### src/sv/md5_pkg.sv
// Package for the MD5 digest block: command and status types, state codes,
// the round constant and shift tables, and the message word schedule.
// Used by md5_ctrl, md5_dpath and md5_message_digest; depends on nothing.
package md5_pkg;

  // Controller states.
  typedef enum logic [2:0] {
    ST_IDLE,
    ST_INIT,
    ST_ROUND,
    ST_FOLD,
    ST_PAD,
    ST_LEN,
    ST_EMIT
  } state_e;

  // Which block the compression unit is working on.
  typedef enum logic [1:0] {
    PH_DATA,
    PH_PAD,
    PH_FINAL
  } phase_e;

  // Block buffer write operations.
  typedef enum logic [1:0] {
    BUF_NONE,
    BUF_BYTE,
    BUF_PAD,
    BUF_LEN
  } buf_op_e;

  // Commands from the controller to the datapath.
  typedef struct packed {
    buf_op_e    buf_op;
    logic       cnt_inc;
    logic       comp_init;
    logic       comp_step;
    logic       fold;
    logic       restart;
    logic [1:0] word_sel;
  } ctrl_cmd_t;

  // Status from the datapath to the controller.
  typedef struct packed {
    logic pos_last;
    logic pad_two;
    logic round_last;
  } dp_status_t;

  localparam logic [1:0] LastWordIdx = 2'd3;
  localparam logic [5:0] LastRound   = 6'd63;
  localparam logic [5:0] LastBytePos = 6'd63;
  localparam logic [5:0] LenBytePos  = 6'd56;
  localparam logic [7:0] PadByte     = 8'h80;
  localparam logic [3:0] LenLoWord   = 4'd14;
  localparam logic [3:0] LenHiWord   = 4'd15;

  // Chaining words after reset and after every digest.
  localparam logic [31:0] INIT_WORDS [4] = '{
    32'h67452301, 32'hefcdab89, 32'h98badcfe, 32'h10325476
  };

  // Additive round constants.
  localparam logic [31:0] K_TABLE [64] = '{
    32'hd76aa478, 32'he8c7b756, 32'h242070db, 32'hc1bdceee,
    32'hf57c0faf, 32'h4787c62a, 32'ha8304613, 32'hfd469501,
    32'h698098d8, 32'h8b44f7af, 32'hffff5bb1, 32'h895cd7be,
    32'h6b901122, 32'hfd987193, 32'ha679438e, 32'h49b40821,
    32'hf61e2562, 32'hc040b340, 32'h265e5a51, 32'he9b6c7aa,
    32'hd62f105d, 32'h02441453, 32'hd8a1e681, 32'he7d3fbc8,
    32'h21e1cde6, 32'hc33707d6, 32'hf4d50d87, 32'h455a14ed,
    32'ha9e3e905, 32'hfcefa3f8, 32'h676f02d9, 32'h8d2a4c8a,
    32'hfffa3942, 32'h8771f681, 32'h6d9d6122, 32'hfde5380c,
    32'ha4beea44, 32'h4bdecfa9, 32'hf6bb4b60, 32'hbebfbc70,
    32'h289b7ec6, 32'heaa127fa, 32'hd4ef3085, 32'h04881d05,
    32'hd9d4d039, 32'he6db99e5, 32'h1fa27cf8, 32'hc4ac5665,
    32'hf4292244, 32'h432aff97, 32'hab9423a7, 32'hfc93a039,
    32'h655b59c3, 32'h8f0ccc92, 32'hffeff47d, 32'h85845dd1,
    32'h6fa87e4f, 32'hfe2ce6e0, 32'ha3014314, 32'h4e0811a1,
    32'hf7537e82, 32'hbd3af235, 32'h2ad7d2bb, 32'heb86d391
  };

  // Left rotate amounts, indexed by {round group, step within four}.
  localparam logic [4:0] ROT_TABLE [16] = '{
    5'd7, 5'd12, 5'd17, 5'd22,
    5'd5, 5'd9,  5'd14, 5'd20,
    5'd4, 5'd11, 5'd16, 5'd23,
    5'd6, 5'd10, 5'd15, 5'd21
  };

  // Message word used by a given step.
  function automatic logic [3:0] msg_index(input logic [5:0] step);
    logic [3:0] s;
    logic [3:0] r;
    s = step[3:0];
    unique case (step[5:4])
      2'd0:    r = s;
      2'd1:    r = 4'((s << 2) + s + 4'd1);
      2'd2:    r = 4'((s << 1) + s + 4'd5);
      default: r = 4'((s << 3) - s);
    endcase
    return r;
  endfunction

endpackage

### src/sv/md5_message_digest.sv
// MD5 digest over a byte stream, at most one byte per item. A byte that
// completes a block starts a compression (setup, 64 rounds of the single
// round unit, fold) before the next item is taken. End of message adds one
// or two padding blocks, then 4 digest items, one per cycle while the
// receiver is ready. Reset loads the initial chaining words and clears the
// byte count; the block buffer is not reset.
module md5_message_digest (
  input  logic        clk_i,
  input  logic        rst_ni,
  input  logic        s_axis_tvalid_i,
  output logic        s_axis_tready_o,
  input  logic [7:0]  s_axis_tdata_i,   // [7:0] data_byte
  input  logic        s_axis_tuser_i,   // [0] byte_valid
  input  logic        s_axis_tlast_i,   // end_of_message
  output logic        m_axis_tvalid_o,
  input  logic        m_axis_tready_i,
  output logic [31:0] m_axis_tdata_o,   // [31:0] digest_word
  output logic [1:0]  m_axis_tuser_o,   // [1:0] word_index
  output logic        m_axis_tlast_o    // last_word
);

  md5_pkg::ctrl_cmd_t  cmd;
  md5_pkg::dp_status_t sts;

  // Sequencer.
  md5_ctrl u_ctrl (
    .clk_i           (clk_i),
    .rst_ni          (rst_ni),
    .in_valid_i      (s_axis_tvalid_i),
    .in_byte_valid_i (s_axis_tuser_i),
    .in_eom_i        (s_axis_tlast_i),
    .in_ready_o      (s_axis_tready_o),
    .out_valid_o     (m_axis_tvalid_o),
    .out_ready_i     (m_axis_tready_i),
    .out_index_o     (m_axis_tuser_o),
    .out_last_o      (m_axis_tlast_o),
    .sts_i           (sts),
    .cmd_o           (cmd)
  );

  // Buffer, count and compression unit.
  md5_dpath u_dpath (
    .clk_i         (clk_i),
    .rst_ni        (rst_ni),
    .cmd_i         (cmd),
    .data_byte_i   (s_axis_tdata_i),
    .sts_o         (sts),
    .digest_word_o (m_axis_tdata_o)
  );

endmodule

### src/sv/md5_ctrl.sv
// Controller of the MD5 digest block: sequences byte intake, compression,
// padding and digest output. Depends on md5_pkg for types and codes.
module md5_ctrl (
  input  logic                  clk_i,
  input  logic                  rst_ni,
  input  logic                  in_valid_i,
  input  logic                  in_byte_valid_i,
  input  logic                  in_eom_i,
  output logic                  in_ready_o,
  output logic                  out_valid_o,
  input  logic                  out_ready_i,
  output logic [1:0]            out_index_o,
  output logic                  out_last_o,
  input  md5_pkg::dp_status_t   sts_i,
  output md5_pkg::ctrl_cmd_t    cmd_o
);

  md5_pkg::state_e state_q, state_d;
  md5_pkg::phase_e phase_q, phase_d;
  logic            eom_q, eom_d;
  logic [1:0]      word_q, word_d;
  logic            in_fire;

  assign in_fire = in_valid_i && (state_q == md5_pkg::ST_IDLE);

  // Next state.
  always_comb begin
    state_d = state_q;
    unique case (state_q)
      md5_pkg::ST_IDLE: begin
        if (in_valid_i) begin
          if (in_byte_valid_i && sts_i.pos_last) begin
            state_d = md5_pkg::ST_INIT;
          end else if (in_eom_i) begin
            state_d = md5_pkg::ST_PAD;
          end
        end
      end
      md5_pkg::ST_INIT:  state_d = md5_pkg::ST_ROUND;
      md5_pkg::ST_ROUND: begin
        if (sts_i.round_last) begin
          state_d = md5_pkg::ST_FOLD;
        end
      end
      md5_pkg::ST_FOLD: begin
        unique case (phase_q)
          md5_pkg::PH_DATA:  state_d = eom_q ? md5_pkg::ST_PAD : md5_pkg::ST_IDLE;
          md5_pkg::PH_PAD:   state_d = md5_pkg::ST_LEN;
          default:           state_d = md5_pkg::ST_EMIT;
        endcase
      end
      md5_pkg::ST_PAD:   state_d = md5_pkg::ST_INIT;
      md5_pkg::ST_LEN:   state_d = md5_pkg::ST_INIT;
      md5_pkg::ST_EMIT: begin
        if (out_ready_i && (word_q == md5_pkg::LastWordIdx)) begin
          state_d = md5_pkg::ST_IDLE;
        end
      end
      default: state_d = md5_pkg::ST_IDLE;
    endcase
  end

  // Phase, end flag and output word counter.
  always_comb begin
    phase_d = phase_q;
    eom_d   = eom_q;
    word_d  = word_q;
    if (in_fire) begin
      eom_d   = in_eom_i;
      phase_d = md5_pkg::PH_DATA;
    end
    if (state_q == md5_pkg::ST_PAD) begin
      phase_d = sts_i.pad_two ? md5_pkg::PH_PAD : md5_pkg::PH_FINAL;
    end
    if (state_q == md5_pkg::ST_LEN) begin
      phase_d = md5_pkg::PH_FINAL;
    end
    if ((state_q == md5_pkg::ST_EMIT) && out_ready_i) begin
      word_d = word_q + 2'd1;
    end
  end

  // Outputs and datapath commands.
  always_comb begin
    cmd_o          = '0;
    cmd_o.buf_op   = md5_pkg::BUF_NONE;
    cmd_o.word_sel = word_q;
    in_ready_o     = 1'b0;
    out_valid_o    = 1'b0;
    unique case (state_q)
      md5_pkg::ST_IDLE: begin
        in_ready_o = 1'b1;
        if (in_valid_i && in_byte_valid_i) begin
          cmd_o.buf_op  = md5_pkg::BUF_BYTE;
          cmd_o.cnt_inc = 1'b1;
        end
      end
      md5_pkg::ST_INIT:  cmd_o.comp_init = 1'b1;
      md5_pkg::ST_ROUND: cmd_o.comp_step = 1'b1;
      md5_pkg::ST_FOLD:  cmd_o.fold = 1'b1;
      md5_pkg::ST_PAD:   cmd_o.buf_op = md5_pkg::BUF_PAD;
      md5_pkg::ST_LEN:   cmd_o.buf_op = md5_pkg::BUF_LEN;
      md5_pkg::ST_EMIT: begin
        out_valid_o   = 1'b1;
        cmd_o.restart = out_ready_i && (word_q == md5_pkg::LastWordIdx);
      end
      default: ;
    endcase
  end

  assign out_index_o = word_q;
  assign out_last_o  = (word_q == md5_pkg::LastWordIdx);

  // State registers.
  always_ff @(posedge clk_i or negedge rst_ni) begin
    if (!rst_ni) begin
      state_q <= md5_pkg::ST_IDLE;
      phase_q <= md5_pkg::PH_DATA;
      eom_q   <= 1'b0;
      word_q  <= '0;
    end else begin
      state_q <= state_d;
      phase_q <= phase_d;
      eom_q   <= eom_d;
      word_q  <= word_d;
    end
  end

`ifndef SYNTH
  // Input and output are never offered in the same cycle.
  assert property (@(posedge clk_i) disable iff (!rst_ni)
    !(in_ready_o && out_valid_o))
    else $error("input ready while a digest item is offered");

  // A byte that completes a block starts a compression.
  assert property (@(posedge clk_i) disable iff (!rst_ni)
    (in_fire && in_byte_valid_i && sts_i.pos_last) |=> (state_q == md5_pkg::ST_INIT))
    else $error("full block not compressed");

  // The round loop runs until the last round.
  assert property (@(posedge clk_i) disable iff (!rst_ni)
    ((state_q == md5_pkg::ST_ROUND) && !sts_i.round_last)
      |=> (state_q == md5_pkg::ST_ROUND))
    else $error("round loop left early");

  // The digest ends only after the fourth word.
  assert property (@(posedge clk_i) disable iff (!rst_ni)
    $fell(out_valid_o) |-> ($past(word_q) == md5_pkg::LastWordIdx))
    else $error("digest cut short");
`endif

endmodule

### src/sv/md5_dpath.sv
// Datapath of the MD5 digest block: block buffer, byte count, chaining
// words and the one-step-per-cycle round unit. Depends on md5_pkg.
module md5_dpath (
  input  logic                  clk_i,
  input  logic                  rst_ni,
  input  md5_pkg::ctrl_cmd_t    cmd_i,
  input  logic [7:0]            data_byte_i,
  output md5_pkg::dp_status_t   sts_o,
  output logic [31:0]           digest_word_o
);

  logic [31:0] buf_q [16];
  logic [31:0] buf_d [16];
  logic [31:0] chain_q [4];
  logic [60:0] count_q;
  logic [5:0]  rnd_q;
  logic [31:0] a_q, b_q, c_q, d_q, pre_q;
  logic [5:0]  pos;
  logic [63:0] bit_len;
  logic [5:0]  nxt_idx;
  logic [31:0] msg_word;
  logic [31:0] pre_d;
  logic [31:0] f_w;
  logic [31:0] sum_w;
  logic [63:0] rot_w;
  logic [31:0] new_b;
  logic [4:0]  shamt;

  assign pos     = count_q[5:0];
  assign bit_len = {count_q, 3'b000};

  assign sts_o.pos_last   = (pos == md5_pkg::LastBytePos);
  assign sts_o.pad_two    = (pos >= md5_pkg::LenBytePos);
  assign sts_o.round_last = (rnd_q == md5_pkg::LastRound);

  assign digest_word_o = chain_q[cmd_i.word_sel];

  // Block buffer writes: one byte, the padding block or the length block.
  always_comb begin
    buf_d = buf_q;
    unique case (cmd_i.buf_op)
      md5_pkg::BUF_NONE: ;
      md5_pkg::BUF_BYTE: buf_d[pos[5:2]][{pos[1:0], 3'b000} +: 8] = data_byte_i;
      md5_pkg::BUF_PAD: begin
        for (int j = 0; j < 16; j++) begin
          for (int k = 0; k < 4; k++) begin
            if ({4'(j), 2'(k)} == pos) begin
              buf_d[j][8*k +: 8] = md5_pkg::PadByte;
            end else if ({4'(j), 2'(k)} > pos) begin
              buf_d[j][8*k +: 8] = 8'h00;
            end
          end
        end
        if (!sts_o.pad_two) begin
          buf_d[md5_pkg::LenLoWord] = bit_len[31:0];
          buf_d[md5_pkg::LenHiWord] = bit_len[63:32];
        end
      end
      default: begin
        for (int j = 0; j < 16; j++) begin
          buf_d[j] = '0;
        end
        buf_d[md5_pkg::LenLoWord] = bit_len[31:0];
        buf_d[md5_pkg::LenHiWord] = bit_len[63:32];
      end
    endcase
  end

  // Next step's constant and message word, added ahead of the step.
  assign nxt_idx  = cmd_i.comp_init ? 6'd0 : rnd_q + 6'd1;
  assign msg_word = buf_q[md5_pkg::msg_index(nxt_idx)];
  assign pre_d    = (cmd_i.comp_init ? chain_q[0] : d_q)
                    + md5_pkg::K_TABLE[nxt_idx] + msg_word;

  // Round function of the current step.
  always_comb begin
    unique case (rnd_q[5:4])
      2'd0:    f_w = (b_q & c_q) | (~b_q & d_q);
      2'd1:    f_w = (d_q & b_q) | (~d_q & c_q);
      2'd2:    f_w = b_q ^ c_q ^ d_q;
      default: f_w = c_q ^ (b_q | ~d_q);
    endcase
  end

  assign shamt = md5_pkg::ROT_TABLE[{rnd_q[5:4], rnd_q[1:0]}];
  assign sum_w = pre_q + f_w;
  assign rot_w = {sum_w, sum_w} << shamt;
  assign new_b = rot_w[63:32] + b_q;

  // Chaining words, byte count and round counter.
  always_ff @(posedge clk_i or negedge rst_ni) begin
    if (!rst_ni) begin
      for (int i = 0; i < 4; i++) begin
        chain_q[i] <= md5_pkg::INIT_WORDS[i];
      end
      count_q <= '0;
      rnd_q   <= '0;
    end else begin
      if (cmd_i.restart) begin
        for (int i = 0; i < 4; i++) begin
          chain_q[i] <= md5_pkg::INIT_WORDS[i];
        end
        count_q <= '0;
      end else begin
        if (cmd_i.fold) begin
          chain_q[0] <= chain_q[0] + a_q;
          chain_q[1] <= chain_q[1] + b_q;
          chain_q[2] <= chain_q[2] + c_q;
          chain_q[3] <= chain_q[3] + d_q;
        end
        if (cmd_i.cnt_inc) begin
          count_q <= count_q + 61'd1;
        end
      end
      if (cmd_i.comp_init) begin
        rnd_q <= '0;
      end else if (cmd_i.comp_step) begin
        rnd_q <= rnd_q + 6'd1;
      end
    end
  end

  // Working registers and block buffer.
  always_ff @(posedge clk_i) begin
    buf_q <= buf_d;
    if (cmd_i.comp_init) begin
      a_q   <= chain_q[0];
      b_q   <= chain_q[1];
      c_q   <= chain_q[2];
      d_q   <= chain_q[3];
      pre_q <= pre_d;
    end else if (cmd_i.comp_step) begin
      a_q   <= d_q;
      b_q   <= new_b;
      c_q   <= b_q;
      d_q   <= c_q;
      pre_q <= pre_d;
    end
  end

endmodule

### config.mk
export PLATFORM = sky130hd
export DESIGN_NAME = md5_message_digest
export DESIGN_NICKNAME = d
export VERILOG_FILES = /design/src/sv/md5_pkg.sv /design/src/sv/md5_message_digest.sv /design/src/sv/md5_ctrl.sv /design/src/sv/md5_dpath.sv
export SDC_FILE = /design/constraint.sdc
export NUM_CORES = 2
export LEC_CHECK = 0
export ABC_CLOCK_PERIOD_IN_PS = 8300
export BUFFER_PORTS_ARGS = -buffer_cell sky130_fd_sc_hd__buf_4
export CORE_ASPECT_RATIO = 1.2
export CORE_UTILIZATION = 59
export DETAILED_ROUTE_END_ITERATION = 8
export GPL_ROUTABILITY_DRIVEN = 1
export PLACE_DENSITY = 0.81
export SETUP_SLACK_MARGIN = 0.02
export SYNTH_ARGS = -nofsm -noshare
export SYNTH_HDL_FRONTEND = slang
export SYNTH_SLANG_ARGS = --single-unit
### constraint.sdc
create_clock -name clk_i -period 8.3 [get_ports clk_i]
set_input_delay 0.415 -clock clk_i [delete_from_list [all_inputs] [get_ports clk_i]]
set_output_delay 0.415 -clock clk_i [all_outputs]
set_load 0.02 [all_outputs]
==> metrics.txt <==
core area=0.105 mm^2; Crit Path Max Fanout=32; hpwl dp=148000 um; ys flop type=edfxtp_1; Top Ports=51; post-synth top area share=32.3%; total number of H-tree levels=3; Syn Area/Cell=8.90 um^2; residual DRC count=0; Rows=130; Final Critical Period=8.00 ns; hold crit path type=input pin to register; fmax=125 MHz; grt ovf=0; Post-synth EDFFs=672; GRT Resource Usage Total=38.7%; Post-Route Skew=0.0411 ns; pin count of the biggest net entering global routing=111; initial antenna violation count=8; top cells by area, synth=edfxtp_1, nor2_1, a21oi_1; 1st-pass router iterations=8; via count=56400; Distinct cells, synth=85; layout cells sized above 1=10.4%; slowest stage cell, crit path=xnor2_2; DR top layer=met5; worst skew pair latency=0.74 ns; Die ar.=0.107 mm^2; clock transition at the registers of the reported paths=0.07 ns; FFs w/ async S/R, synth=23.2%; register-to-register setup slack=0.30 ns; Final ANT Viol Nets=0; most frequent cells in the layout=nor2_1, a21oi_1, nand2_1; first-pass GRT wire length=319000 um; Slew Limit Fails=8; Worst EP required=8.76 ns; vias in the first global route=53500; initial core utilization=59.6%; TNS Setup=0 ns; leading area contributor after synthesis=edfxtp_1; Max-Cap Viols=1; CTS tree=built; Tcrit/Tclk final=96.4%; filler cell count=8448; CP Capture Type=register; Synth Warn #=0; maximum root-to-sink buffer count=3; worst-margin pin slew=1.53 ns; Detailed Route Iter0 Violations=8223; Net count, final=7178; Rel. slew slack=-2.33%; failing checks=capacitance limit, slew limit; CP arrival=8.46 ns; WL per Instance=25.5 um; WS Path Type=register to register; status=finished, violations left; met2 routed WL=98000 um; CP most frequent cell=buf_4; Syn-to-layout area delta=8.32%; die width=299 um; Post-Syn Instances=7011; post-synth net total=7340; DIE HEIGHT=358 um; metal3 WL=22900 um; Critical Path Max Stage Delay=0.97 ns; Routed WL=212000 um; CP Launch Type=register; GPL Wtd Cong=1.09; commonest non-fill, non-tap cell in the layout=nor2_1; Mapped Area=0.0624 mm^2; Clock Sink Count=875; M1 wire length=73300 um; CTS buffer count=93; register area share after synthesis=40.6%; # setup viols final=0; DR vias/cell=6.79; I/O Buffers=50; Yosys reg bits=875; Final Hold Viols=0; clock root cell=clkbuf_16
[cells by family after synthesis]
family	share of synthesized area, %
AOI/OAI and AO/OA	19.0
muxes	8.04
adders and majority gates	6.83
and+or+nand+nor	17.9
buffers and inverters	3.58
xor gates and xnor gates	4.02
DFF	40.6
[area by class of cell]
type                    instances  area [um^2]  share of cell area, %
flip-flops and latches        875        25300                   37.5
multi-input cells            5551        35100                   52.0
clock inverters                58          747                   1.11
diodes                          2         5.00                0.00741
well taps                    1386         1730                   2.57
repair buffers                210         1690                   2.49
clock buffers                 115         2480                   3.67
inverters                     118          443                  0.655
[cells in the mapped netlist (27+ instances only)]
cell      instances
nand2_1         817
nand2b_1         43
buf_2            27
o31ai_1          29
o211ai_1         43
a21oi_1         863
o21a_1           44
or2_2            45
dfstp_2          64
fa_1             43
and2_1           47
a22o_1           33
dfrtp_1         139
and3_1           37
a31oi_1          82
clkbuf_1        412
edfxtp_1        672
buf_1            27
nand3_1         157
inv_1           114
mux2_2           27
a211oi_1        103
xor2_1          132
nor2b_1          97
mux4_2          160
mux2i_1         111
nor2_1         1192
or3_1            29
xnor2_1         152
ha_1            272
nor3_1           88
o21bai_1         28
o21ai_0         530
a21o_1           78
[timing repair]
action | 4_1_cts | 5_1_grt
hold endpoints to repair | 49 | 0
gates resized for setup | 2 | 38
pin swaps | 0 | 7
setup buffers | 0 | 8
hold buffers | 2 | 0
setup endpoints to repair | 1 | 10
[through the flow]
| step | std cells | setup slack [ns] | utilization (%) | hold WS (ns) | cell area, um^2 |
|---|---|---|---|---|---|
| global route | 8313 | -0.0299 | 64.5 | 0.0639 | 67600 |
| floorplan | 7011 | 0.113 | - | 0.119 | 62400 |
| finish | 8315 | 0.301 | 64.5 | 0.0365 | 67600 |
| detailed placement | 8130 | -0.120 | 61.2 | 0.468 | 64100 |
| global placement | 8130 | 0.130 | 61.2 | 0.473 | 64100 |
| CTS | 8305 | 0.0718 | 64.3 | 0.0105 | 67400 |
[worst max-delay path: cells and delay by family, from the launching register on]
family | cells | cell delay [ns]
AOI/OAI and AO/OA | 12 | 2.35
DFF | 1 | 0.51
and+or+nand+nor | 3 | 0.34
adders and majority gates | 3 | 1.07
buffers and inverters | 6 | 1.39
xor gates and xnor gates | 4 | 1.47
muxes | 1 | 0.55
[registers in the layout (all words and copies together), names as in the netlist]
signal,count
u_dpath.buf_q,512
u_dpath.chain_q,128
u_dpath.count_q,61
u_dpath.a_q,32
u_dpath.b_q,32
u_dpath.c_q,32
u_dpath.d_q,32
u_dpath.pre_q,32
u_dpath.rnd_q,6
u_ctrl.state_q,3
u_ctrl.out_index_o,2
u_ctrl.phase_q,2
u_ctrl.eom_q,1
[worst paths after layout]
path                                       endpoint  depth (start not counted)        startpoint
worst max register to register    u_dpath.pre_q[31]                         29  u_dpath.rnd_q[0]
worst max-delay path              u_dpath.pre_q[31]                         29  u_dpath.rnd_q[0]
min in group asynchronous       u_dpath.chain_q[41]                          2            rst_ni
worst min-delay path                   u_ctrl.eom_q                          3   s_axis_tvalid_i
max in group asynchronous          u_dpath.rnd_q[4]                          3            rst_ni
worst min register to register         u_ctrl.eom_q                          2      u_ctrl.eom_q
[metal layers]
layer,vias up,GRT usage (%)
met5,-,0
met4,12,28.4
met3,915,7.74
met2,3757,62.9
met1,26700,46.0
li1,25000,-
Power is left out: the tool's default activity adds up to more than one toggle a clock period on the data nets, which glitch-free logic cannot reach.
